## src/rbc_pkg.sv

```systemverilog
// ----------------------------------------------------------------------------
// rbc_pkg: shared definitions for the RGB blend-mode compositor
// Channel and register widths, register indexes, blend mode codes, the
// reciprocal used to divide by 255 and the pipeline load-enable bundle.
// ----------------------------------------------------------------------------
package rbc_pkg;

	// Field widths.
	localparam int CH_W       = 8;
	localparam int MODE_W     = 3;
	localparam int OPA_W      = 9;
	localparam int CFG_IDX_W  = 2;
	localparam int CFG_DATA_W = 9;

	// Configuration register indexes.
	localparam logic [CFG_IDX_W-1:0] REG_BLEND_MODE = 2'd0;
	localparam logic [CFG_IDX_W-1:0] REG_OPACITY    = 2'd1;

	// Register reset values.
	localparam logic [OPA_W-1:0] OPACITY_FULL = 9'd256;

	// Division by 255 as a multiplication by ceil(2^25 / 255) and a shift.
	// It is exact for every dividend below 2^17.
	localparam int                 RECIP_SHIFT = 25;
	localparam logic [17:0]        RECIP_255   = 18'd131587;
	localparam logic [16:0]        CEIL_BIAS   = 17'd254;
	localparam logic [CH_W-1:0]    CH_MAX      = 8'd255;

	// Blend mode codes. Codes with no member behave as normal.
	typedef enum logic [MODE_W-1:0] {
		MODE_ADD      = 3'd0,
		MODE_MULTIPLY = 3'd1,
		MODE_SCREEN   = 3'd2,
		MODE_OVERLAY  = 3'd3,
		MODE_NORMAL   = 3'd4
	} blend_mode_t;

	// Load enables for the four pipeline stages.
	typedef struct packed {
		logic s1;
		logic s2;
		logic s3;
		logic s4;
	} stage_en_t;

endpackage

```

## src/rbc_channel.sv

```systemverilog
// ----------------------------------------------------------------------------
// rbc_channel: four-stage datapath for one colour channel
// Stage 1 forms the blend product, stage 2 divides it by 255, stage 3 scales
// the difference to the base by the opacity, stage 4 adds and clamps.
// ----------------------------------------------------------------------------
module rbc_channel (
	input  logic                          clk,
	input  rbc_pkg::stage_en_t            en,
	input  logic [rbc_pkg::MODE_W-1:0]    blend_mode,
	input  logic [rbc_pkg::OPA_W-1:0]     opacity,
	input  logic [rbc_pkg::CH_W-1:0]      base,
	input  logic [rbc_pkg::CH_W-1:0]      top,
	output logic [rbc_pkg::CH_W-1:0]      result
);
	import rbc_pkg::*;

	// Stage 1 registers.
	logic [15:0]     prod_s1;
	logic            inv_s1;
	logic            dbl_s1;
	logic            use_prod_s1;
	logic [CH_W-1:0] direct_s1;
	logic [CH_W-1:0] base_s1;

	// Stage 2 registers.
	logic [CH_W-1:0] quot_s2;
	logic            inv_s2;
	logic            use_prod_s2;
	logic [CH_W-1:0] direct_s2;
	logic [CH_W-1:0] base_s2;

	// Stage 3 registers.
	logic signed [18:0] mix_s3;
	logic [CH_W-1:0]    base_s3;

	// Stage 4 register.
	logic [CH_W-1:0] out_s4;

	// Stage 1: pick the operands of the one product the mode needs.
	logic            inv_c;
	logic            dbl_c;
	logic            use_prod_c;
	logic [CH_W-1:0] direct_c;
	logic [CH_W:0]   sum_c;
	logic [CH_W-1:0] op_x_c;
	logic [CH_W-1:0] op_y_c;

	always_comb begin
		sum_c      = {1'b0, base} + {1'b0, top};
		inv_c      = 1'b0;
		dbl_c      = 1'b0;
		use_prod_c = 1'b0;
		direct_c   = top;
		case (blend_mode)
			MODE_ADD: begin
				direct_c = sum_c[CH_W] ? CH_MAX : sum_c[CH_W-1:0];
			end
			MODE_MULTIPLY: begin
				use_prod_c = 1'b1;
			end
			MODE_SCREEN: begin
				use_prod_c = 1'b1;
				inv_c      = 1'b1;
			end
			MODE_OVERLAY: begin
				use_prod_c = 1'b1;
				dbl_c      = 1'b1;
				inv_c      = base[CH_W-1];
			end
			default: begin
				direct_c = top;
			end
		endcase
		// 255 - v is the bitwise complement for an 8-bit value.
		op_x_c = inv_c ? ~base : base;
		op_y_c = inv_c ? ~top : top;
	end

	always_ff @(posedge clk) begin
		if (en.s1) begin
			prod_s1     <= {8'd0, op_x_c} * {8'd0, op_y_c};
			inv_s1      <= inv_c;
			dbl_s1      <= dbl_c;
			use_prod_s1 <= use_prod_c;
			direct_s1   <= direct_c;
			base_s1     <= base;
		end
	end

	// Stage 2: floor or ceiling of the (possibly doubled) product over 255.
	logic [16:0] num_c;
	logic [16:0] num_bias_c;
	logic [34:0] recip_prod_c;

	always_comb begin
		num_c        = dbl_s1 ? {prod_s1, 1'b0} : {1'b0, prod_s1};
		num_bias_c   = num_c + (inv_s1 ? CEIL_BIAS : 17'd0);
		recip_prod_c = {18'd0, num_bias_c} * {17'd0, RECIP_255};
	end

	always_ff @(posedge clk) begin
		if (en.s2) begin
			quot_s2     <= recip_prod_c[RECIP_SHIFT+CH_W-1:RECIP_SHIFT];
			inv_s2      <= inv_s1;
			use_prod_s2 <= use_prod_s1;
			direct_s2   <= direct_s1;
			base_s2     <= base_s1;
		end
	end

	// Stage 3: blend value, difference to the base, scaled by the opacity.
	logic [CH_W-1:0]    blend_c;
	logic signed [8:0]  diff_c;
	logic signed [18:0] mix_c;

	always_comb begin
		if (use_prod_s2) begin
			blend_c = inv_s2 ? ~quot_s2 : quot_s2;
		end else begin
			blend_c = direct_s2;
		end
		diff_c = $signed({1'b0, blend_c}) - $signed({1'b0, base_s2});
		mix_c  = 19'(diff_c) * 19'($signed({1'b0, opacity}));
	end

	always_ff @(posedge clk) begin
		if (en.s3) begin
			mix_s3  <= mix_c;
			base_s3 <= base_s2;
		end
	end

	// Stage 4: floor divide by 256, add to the base and clamp to 0..255.
	logic signed [10:0] step_c;
	logic signed [11:0] total_c;
	logic [CH_W-1:0]    clamp_c;

	always_comb begin
		step_c  = 11'(mix_s3 >>> 8);
		total_c = $signed({4'd0, base_s3}) + 12'(step_c);
		if (total_c < 0) begin
			clamp_c = '0;
		end else if (total_c > $signed({4'd0, CH_MAX})) begin
			clamp_c = CH_MAX;
		end else begin
			clamp_c = total_c[CH_W-1:0];
		end
	end

	always_ff @(posedge clk) begin
		if (en.s4) begin
			out_s4 <= clamp_c;
		end
	end

	assign result = out_s4;

endmodule

```

## src/rgb_blend_mode_composite_unit.sv

```systemverilog
// ----------------------------------------------------------------------------
// rgb_blend_mode_composite_unit: RGB888 blend-mode compositor with opacity
// Blends a foreground pixel over a base pixel per channel and mixes the
// blend back towards the base by a programmable opacity.
// ----------------------------------------------------------------------------
// The unit takes one pixel pair per clock while the output side does not
// stall, since every stage can load on every cycle. A pixel passes through
// the stage registers s1, s2, s3 and s4 in order and is then presented at
// the output. The four stages are the
// blend product, the division by 255, the opacity multiply and the final add
// with clamp; each of the first three holds one of the multipliers.
// Every stage has its own valid bit and loads whenever it is empty or its
// successor moves, so empty slots are squeezed out during an output stall and
// the input stays ready unless all four stages hold a pixel and the output is
// stalled. The configuration
// port always accepts; write blend_mode and opacity only while no pixel is in
// flight. Register index 0 is blend_mode (0 add, 1 multiply, 2 screen,
// 3 overlay, 4 to 7 normal), index 1 is opacity (256 is full strength, larger
// values extrapolate); writes to other indexes are ignored.
// ----------------------------------------------------------------------------
module rgb_blend_mode_composite_unit (
	input  logic                              clk,
	input  logic                              arst_n,
	// Configuration write channel.
	input  logic                              cfg_valid,
	output logic                              cfg_ready,
	input  logic [rbc_pkg::CFG_IDX_W-1:0]     cfg_index,
	input  logic [rbc_pkg::CFG_DATA_W-1:0]    cfg_data,
	// Pixel input channel.
	input  logic                              in_valid,
	output logic                              in_ready,
	input  logic [rbc_pkg::CH_W-1:0]          base_red,
	input  logic [rbc_pkg::CH_W-1:0]          base_green,
	input  logic [rbc_pkg::CH_W-1:0]          base_blue,
	input  logic [rbc_pkg::CH_W-1:0]          top_red,
	input  logic [rbc_pkg::CH_W-1:0]          top_green,
	input  logic [rbc_pkg::CH_W-1:0]          top_blue,
	// Pixel output channel.
	output logic                              out_valid,
	input  logic                              out_ready,
	output logic [rbc_pkg::CH_W-1:0]          out_red,
	output logic [rbc_pkg::CH_W-1:0]          out_green,
	output logic [rbc_pkg::CH_W-1:0]          out_blue
);
	import rbc_pkg::*;

	logic [MODE_W-1:0] blend_mode_q;
	logic [OPA_W-1:0]  opacity_q;

	logic valid_s1;
	logic valid_s2;
	logic valid_s3;
	logic valid_s4;

	stage_en_t en;

	// Configuration registers; every write transfer is taken at once.
	assign cfg_ready = 1'b1;

	always_ff @(posedge clk or negedge arst_n) begin
		if (!arst_n) begin
			blend_mode_q <= MODE_ADD;
			opacity_q    <= OPACITY_FULL;
		end else if (cfg_valid && cfg_ready) begin
			if (cfg_index == REG_BLEND_MODE) begin
				blend_mode_q <= cfg_data[MODE_W-1:0];
			end else if (cfg_index == REG_OPACITY) begin
				opacity_q <= cfg_data[OPA_W-1:0];
			end
		end
	end

	// A stage loads when it is empty or its contents move on.
	always_comb begin
		en.s4 = !valid_s4 || out_ready;
		en.s3 = !valid_s3 || en.s4;
		en.s2 = !valid_s2 || en.s3;
		en.s1 = !valid_s1 || en.s2;
	end

	assign in_ready  = en.s1;
	assign out_valid = valid_s4;

	// Valid bits travel alongside the channel data.
	always_ff @(posedge clk or negedge arst_n) begin
		if (!arst_n) begin
			valid_s1 <= 1'b0;
			valid_s2 <= 1'b0;
			valid_s3 <= 1'b0;
			valid_s4 <= 1'b0;
		end else begin
			if (en.s1) begin
				valid_s1 <= in_valid;
			end
			if (en.s2) begin
				valid_s2 <= valid_s1;
			end
			if (en.s3) begin
				valid_s3 <= valid_s2;
			end
			if (en.s4) begin
				valid_s4 <= valid_s3;
			end
		end
	end

	// One datapath per colour channel.
	rbc_channel u_red (
		.clk        (clk),
		.en         (en),
		.blend_mode (blend_mode_q),
		.opacity    (opacity_q),
		.base       (base_red),
		.top        (top_red),
		.result     (out_red)
	);

	rbc_channel u_green (
		.clk        (clk),
		.en         (en),
		.blend_mode (blend_mode_q),
		.opacity    (opacity_q),
		.base       (base_green),
		.top        (top_green),
		.result     (out_green)
	);

	rbc_channel u_blue (
		.clk        (clk),
		.en         (en),
		.blend_mode (blend_mode_q),
		.opacity    (opacity_q),
		.base       (base_blue),
		.top        (top_blue),
		.result     (out_blue)
	);

	// An empty output stage always leaves room for a new input transfer.
	a_room_when_out_empty : assert property (@(posedge clk) disable iff (!arst_n)
		!out_valid |-> in_ready)
		else $error("input not ready although the output stage is empty");

	// With all stages full and the output stalled, no input may be taken.
	a_full_blocks_input : assert property (@(posedge clk) disable iff (!arst_n)
		(valid_s1 && valid_s2 && valid_s3 && valid_s4 && !out_ready) |-> !in_ready)
		else $error("input taken while the pipeline is full and stalled");

	// An input transfer without an output transfer adds one pixel in flight.
	a_occupancy_grows : assert property (@(posedge clk) disable iff (!arst_n)
		(in_valid && in_ready && !(out_valid && out_ready)) |=>
		($countones({valid_s1, valid_s2, valid_s3, valid_s4}) ==
		 $past($countones({valid_s1, valid_s2, valid_s3, valid_s4})) + 1))
		else $error("pixel lost or duplicated on input transfer");

	// An output transfer without an input transfer removes one pixel.
	a_occupancy_shrinks : assert property (@(posedge clk) disable iff (!arst_n)
		(!(in_valid && in_ready) && out_valid && out_ready) |=>
		($countones({valid_s1, valid_s2, valid_s3, valid_s4}) + 1 ==
		 $past($countones({valid_s1, valid_s2, valid_s3, valid_s4}))))
		else $error("pixel lost or duplicated on output transfer");

endmodule
```

## config.mk

```make
export PLATFORM = sky130hd
export DESIGN_NAME = rgb_blend_mode_composite_unit
export DESIGN_NICKNAME = d
export VERILOG_FILES = /design/src/rbc_pkg.sv /design/src/rbc_channel.sv /design/src/rgb_blend_mode_composite_unit.sv
export SDC_FILE = /design/constraint.sdc
export NUM_CORES = 2
export LEC_CHECK = 0
export ABC_AREA = 1
export ABC_CLOCK_PERIOD_IN_PS = 16300
export BUFFER_PORTS_ARGS = -buffer_cell sky130_fd_sc_hd__clkbuf_2
export CAP_MARGIN = 0
export CORE_AREA = 3 3 278 280
export CTS_BUF_LIST = sky130_fd_sc_hd__clkbuf_4 sky130_fd_sc_hd__clkbuf_8 sky130_fd_sc_hd__clkbuf_16
export CTS_CLUSTER_SIZE = 12
export DETAILED_ROUTE_END_ITERATION = 10
export DIE_AREA = 0 0 281 283
export HOLD_SLACK_MARGIN = 0.15
export PLACE_DENSITY = 0.72
export SYNTH_ARGS = -nofsm -noshare
export SYNTH_HDL_FRONTEND = slang
export SYNTH_SLANG_ARGS = --single-unit
```

## constraint.sdc

```tcl
create_clock -name clk -period 16.3 [get_ports clk]
set_input_delay 0.815 -clock clk [delete_from_list [all_inputs] [get_ports clk]]
set_output_delay 0.815 -clock clk [all_outputs]
set_load 0.02 [all_outputs]
```

# Word level (Yosys, flattened, before mapping)
# Cells that the tools add are included.
# totals
regBits	298
inputBits	64
output_inout_bits	27
word_cells	128
# classes
add_sub_neg	12
n_mul	9
n_lt_le_gt_ge	6
eq_ne	4
mux	32
n_bitwise	10
reduce_logical	13
# op_table
op	count
$mux 8	24
$mul 17x18->33 const B	3
$not 8->8	9
$mul 9x10->19	3
$add 17x17->17	3
$mux 17	3
$mul 8x8->16	3
$add 9x11->12	3
$gt 12x9->1 const B	3
$lt 12x1->1 const B	3
$add 8x8->9	3
$sub 8x8->9	3
$eq 3x2->1 const B	2
$pmux 1 s2	3
$logic_not 1->1	4
$logic_or 1x1->1	4
$eq 3x1->1 const B	1
$logic_not 3->1	1
$reduce_and 3->1	1
$reduce_or 3->1	1
$eq 2x1->1 const B	1
$logic_not 2->1	1
$mux 1	2
$reduce_and 2->1	1
$not 1->1	1

# Logic depth before layout (Yosys ltp)
# logic_depth
word_depth	5
ltp_mapped	36

# Modules after synthesis
# A second synthesis with hierarchy kept.
# hier_totals
hier_cells	4607
area_unflattened_um2	38124.1
# by_module_without_submodules
mod	n_inst	cells_each	area_per_inst_um2	seq_area_each_um2
rbc_channel (u_red)	1	1525	12495.7	2642.5
rbc_channel (u_green)	1	1508	12478.2	2642.5
rbc_channel (u_blue)	1	1506	12468.2	2642.5
rgb_blend_mode_composite_unit	1	68	681.9	401.6

# Least setup slack after synthesis
# No wires, ideal clock.
# synth_timing
kind	reg2reg
startpoint	reg u_blue.inv_s2
endpoint	reg u_blue.mix_s3[16], data pin
setup_ps	252
arrival_time_ps	6136
required_ps	16048
path_slack_ps	9912
path_stages_with_launch	29
path_buffers	1
cell_sequence	edfxtp_1 > clkbuf_1 > xor2_1 > mux2i_1 > ha_1 > inv_1 > fa_1 > nand3_1 > nand3_1 > a21oi_1 > o21ai_0 > xor2_1 > or2_2 > fa_1 > fa_1 > inv_1 > fa_1 > fa_1 > inv_1 > fa_1 > inv_1 > ha_1 > nand2_1 > inv_1 > nand4_1 > o21ai_0 > nand3_1 > nand3_1 > nand2_1
# synth_via
elab_chain_cells	4
# synth_lines
item	line	source
from (decl)	rbc_channel.sv:27	logic inv_s2;
from (signal assigned)	rbc_channel.sv:104	inv_s2 <= inv_s1;
$mux 8	rbc_channel.sv:118	blend_c = inv_s2 ? ~quot_s2 : quot_s2;
$mux 8	rbc_channel.sv:117	if (use_prod_s2) begin
$sub 8x8->9	rbc_channel.sv:122	diff_c = $signed({1'b0, blend_c}) - $signed({1'b0, base_s2});
$mul 9x10->19	rbc_channel.sv:123	mix_c = 19'(diff_c) * 19'($signed({1'b0, opacity}));
net u_blue.mix_c[16]	rbc_channel.sv:114	logic signed [18:0] mix_c;
to (signal assigned)	rbc_channel.sv:128	mix_s3 <= mix_c;
to (decl)	rbc_channel.sv:33	logic signed [18:0] mix_s3;
# The timed path passes the listed nets, and every way through them passes these cells.
# A chain may end at the register's enable or synchronous reset.

==> impl_metrics.tcl <==
set metrics [dict create \
    whs_ps 416 \
    ys_ff_latch 274 \
    start_util_pct 50.2 \
    critPathKind "reg -> reg" \
    fin_nets 5623 \
    synth_top_family_by_area "adder cells" \
    relSlewSlack_pct 35.9 \
    grt_pass1_vias 28883 \
    routabilityCongestion 0.934 \
    syn_to_final_growth_pct 7.08 \
    skew_ps 27.0 \
    start_kind "register" \
    dp_hpwl_um 73500 \
    io_buffers 89 \
    synth_cells 4535 \
    grt_max_degree 77 \
    vias_per_cell 5.26 \
    status "complete, no violations" \
    seq_area_frac_synth_pct 21.7 \
    clk_path_buf_depth 3 \
    post_cts.repair.setup_buffers 0 \
    design.die.area_um2 79500 \
    dr.pass1.iters 8 \
    setup_viol 0 \
    htreeDepth 2 \
    ys.flop_type "edfxtp_1" \
    pin_count 91 \
    clock.fmax_mhz 140 \
    synth-xor-area-share_pct 5.31 \
    worstMarginPinSlew_ps 961 \
    tritoncts "built" \
    synth-edff-count 258 \
    max_cap_viol_count 0 \
    hp-class "reg -> reg" \
    critical_path.max_fanout 43 \
    yosysMostFrequentCell "nand2_1" \
    wl_per_cell_um 15.6 \
    max_stage_delay_ps 550 \
    synth_compound_area_share_pct 7.16 \
    dieHeight_um 283 \
    cts.clk_slew.worst_paths_ps 60 \
    grt_use_total_pct 22.3 \
    cp.arrival_ps 7430 \
    setup_tns_ps 0 \
    yosys.area_share.simple_pct 18.9 \
    finalHoldViolCount 0 \
    syn-cell-area_um2 37500 \
    num_rows 100 \
    synthMuxAreaShare_pct 0.0800 \
    netlist.area_leader.share_pct 21.2 \
    drtIter0Drc 1904 \
    cts-root-buf "clkbuf_16" \
    synth_warnings 0 \
    antenna_left 0 \
    drc 0 \
    synthAdderAreaFrac_pct 37.4 \
    synth.top_cells.by_count "nand2_1, inv_1, ha_1, nor2_1, fa_1" \
    die_x_um 281 \
    fillers 6735 \
    syn_area_per_cell_um2 8.27 \
    layout-drive-gt1-share_pct 5.47 \
    min_period_ps 7140 \
    wl_um 87800 \
    async_flop_share_pct 5.84 \
    min_period_over_period_pct 43.8 \
    rsz0062_at_grt "false" \
    vias 29551 \
    core-area_um2 74700 \
    critical_path_required_ps 16600 \
    grt_pass1_wl_um 144000 \
    syn-num-nets 5538 \
    slew_viol_final 0 \
    critPathBufInv 7 \
    yosysUniqueCellTypes 58 \
    cts-buffers-inserted 35 \
    grt-ovfl-total 0 \
    synth_area_leader_cell "ha_1" \
    cts_sinks 274 \
    yosys-top-cells-area "ha_1, edfxtp_1, fa_1" \
    cp_slowest_cell "fa_1" \
    clock_latency_ps 570 \
    cp_top_family "adder cells" \
    end_kind "register" \
    cts_resized 0 \
    antenna_found_initial 4 \
]
## per-layer routing
layer  vias up  share of wire (%)  GRT usage (%)
met5         -              0.082          0.366
met4         6                2.6           5.67
met3       139                6.2           3.15
met2       848                 46           36.1
met1     13817                 46           31.4
li1      14741                  -              -
## final timing paths
kind	cells after the start	end	from	slack (ps)
setup / recovery	28	u_green.mix_s3[13]$_DFFE_PP_	u_red.use_prod_s2$_DFFE_PP_	9160
hold / removal	0	u_blue.base_s2[0]$_DFFE_PP_	u_blue.base_s1[0]$_DFFE_PP_	420
setup reg to reg	28	u_green.mix_s3[13]$_DFFE_PP_	u_red.use_prod_s2$_DFFE_PP_	9160
hold reg to reg	0	u_blue.base_s2[0]$_DFFE_PP_	u_blue.base_s1[0]$_DFFE_PP_	420
max in group asynchronous	2	opacity_q[8]$_DFFE_PN1P_	arst_n	15250
min in group asynchronous	2	valid_s1$_DFFE_PN0P_	arst_n	710
## cells by family after synthesis
family | after synthesis
AND/OR/NAND/NOR | 1735
multiplexers | 3
buffers and inverters | 910
other | 1
adder cells (fa/ha/maj) | 939
AO/OA/AOI/OAI | 472
flip-flops | 274
XOR/XNOR | 201
## area by class of cell
| class | instances | area [um2] | area share (%) |
|---|---|---|---|
| clock buffers | 43 | 966 | 2.40 |
| multi-input cells | 3351 | 25900 | 64.3 |
| inverters | 857 | 3230 | 8.03 |
| flip-flops and latches | 274 | 8150 | 20.3 |
| diodes | 1 | 2.50 | 0.00623 |
| repair buffers | 101 | 538 | 1.34 |
| well taps | 969 | 1210 | 3.02 |
| clock inverters | 19 | 229 | 0.570 |
## per-stage QoR
| stage | instance area [um2] | instances | setup WS (ps) | util, % |
|---|---|---|---|---|
| global placement | 39000 | 5551 | 9290 | 52.2 |
| detailed placement | 39000 | 5551 | 9210 | 52.2 |
| global route | 40200 | 5614 | 8620 | 53.8 |
| CTS | 40200 | 5614 | 9190 | 53.8 |
| floorplan | 37500 | 4535 | 9910 | - |
| finish | 40200 | 5615 | 9160 | 53.8 |
## what timing repair did
action / in CTS / in global routing
hold endpoints to repair: 1 / 0
hold buffers: 1 / 0
endpoints found under the setup margin: 0 / 0
## state kept, by name, summed over array words and instances (netlist names), 9 cells and up
signal / cells
opacity_q: 9
u_blue.mix_s3: 11
u_blue.prod_s1: 16
u_green.mix_s3: 11
u_green.prod_s1: 16
u_red.mix_s3: 11
u_red.prod_s1: 16
## cell usage in the layout, fill, tap and decap left out, drive strengths merged, types with 2 or more instances in the layout
cell type  instances
inv              858
nor3              41
nand2            968
a31oi             23
o21ai            149
and2               3
buf               11
nand3b            15
nor2             458
xor2             138
xnor2             63
a21boi             7
bufinv             3
mux2i              3
nor4              11
o21bai            23
a21oi            229
clkinv            15
clkbuf           132
fa               303
edfxtp           258
nor3b              3
or2               15
a21o              12
o21a              10
o31ai              7
dfrtp             15
nand3            162
a221oi             3
ha               636
nand4             59
a22oi              2
Power is left out: the tool's default activity adds up to more than one toggle a clock period on the data nets, which glitch-free logic cannot reach.
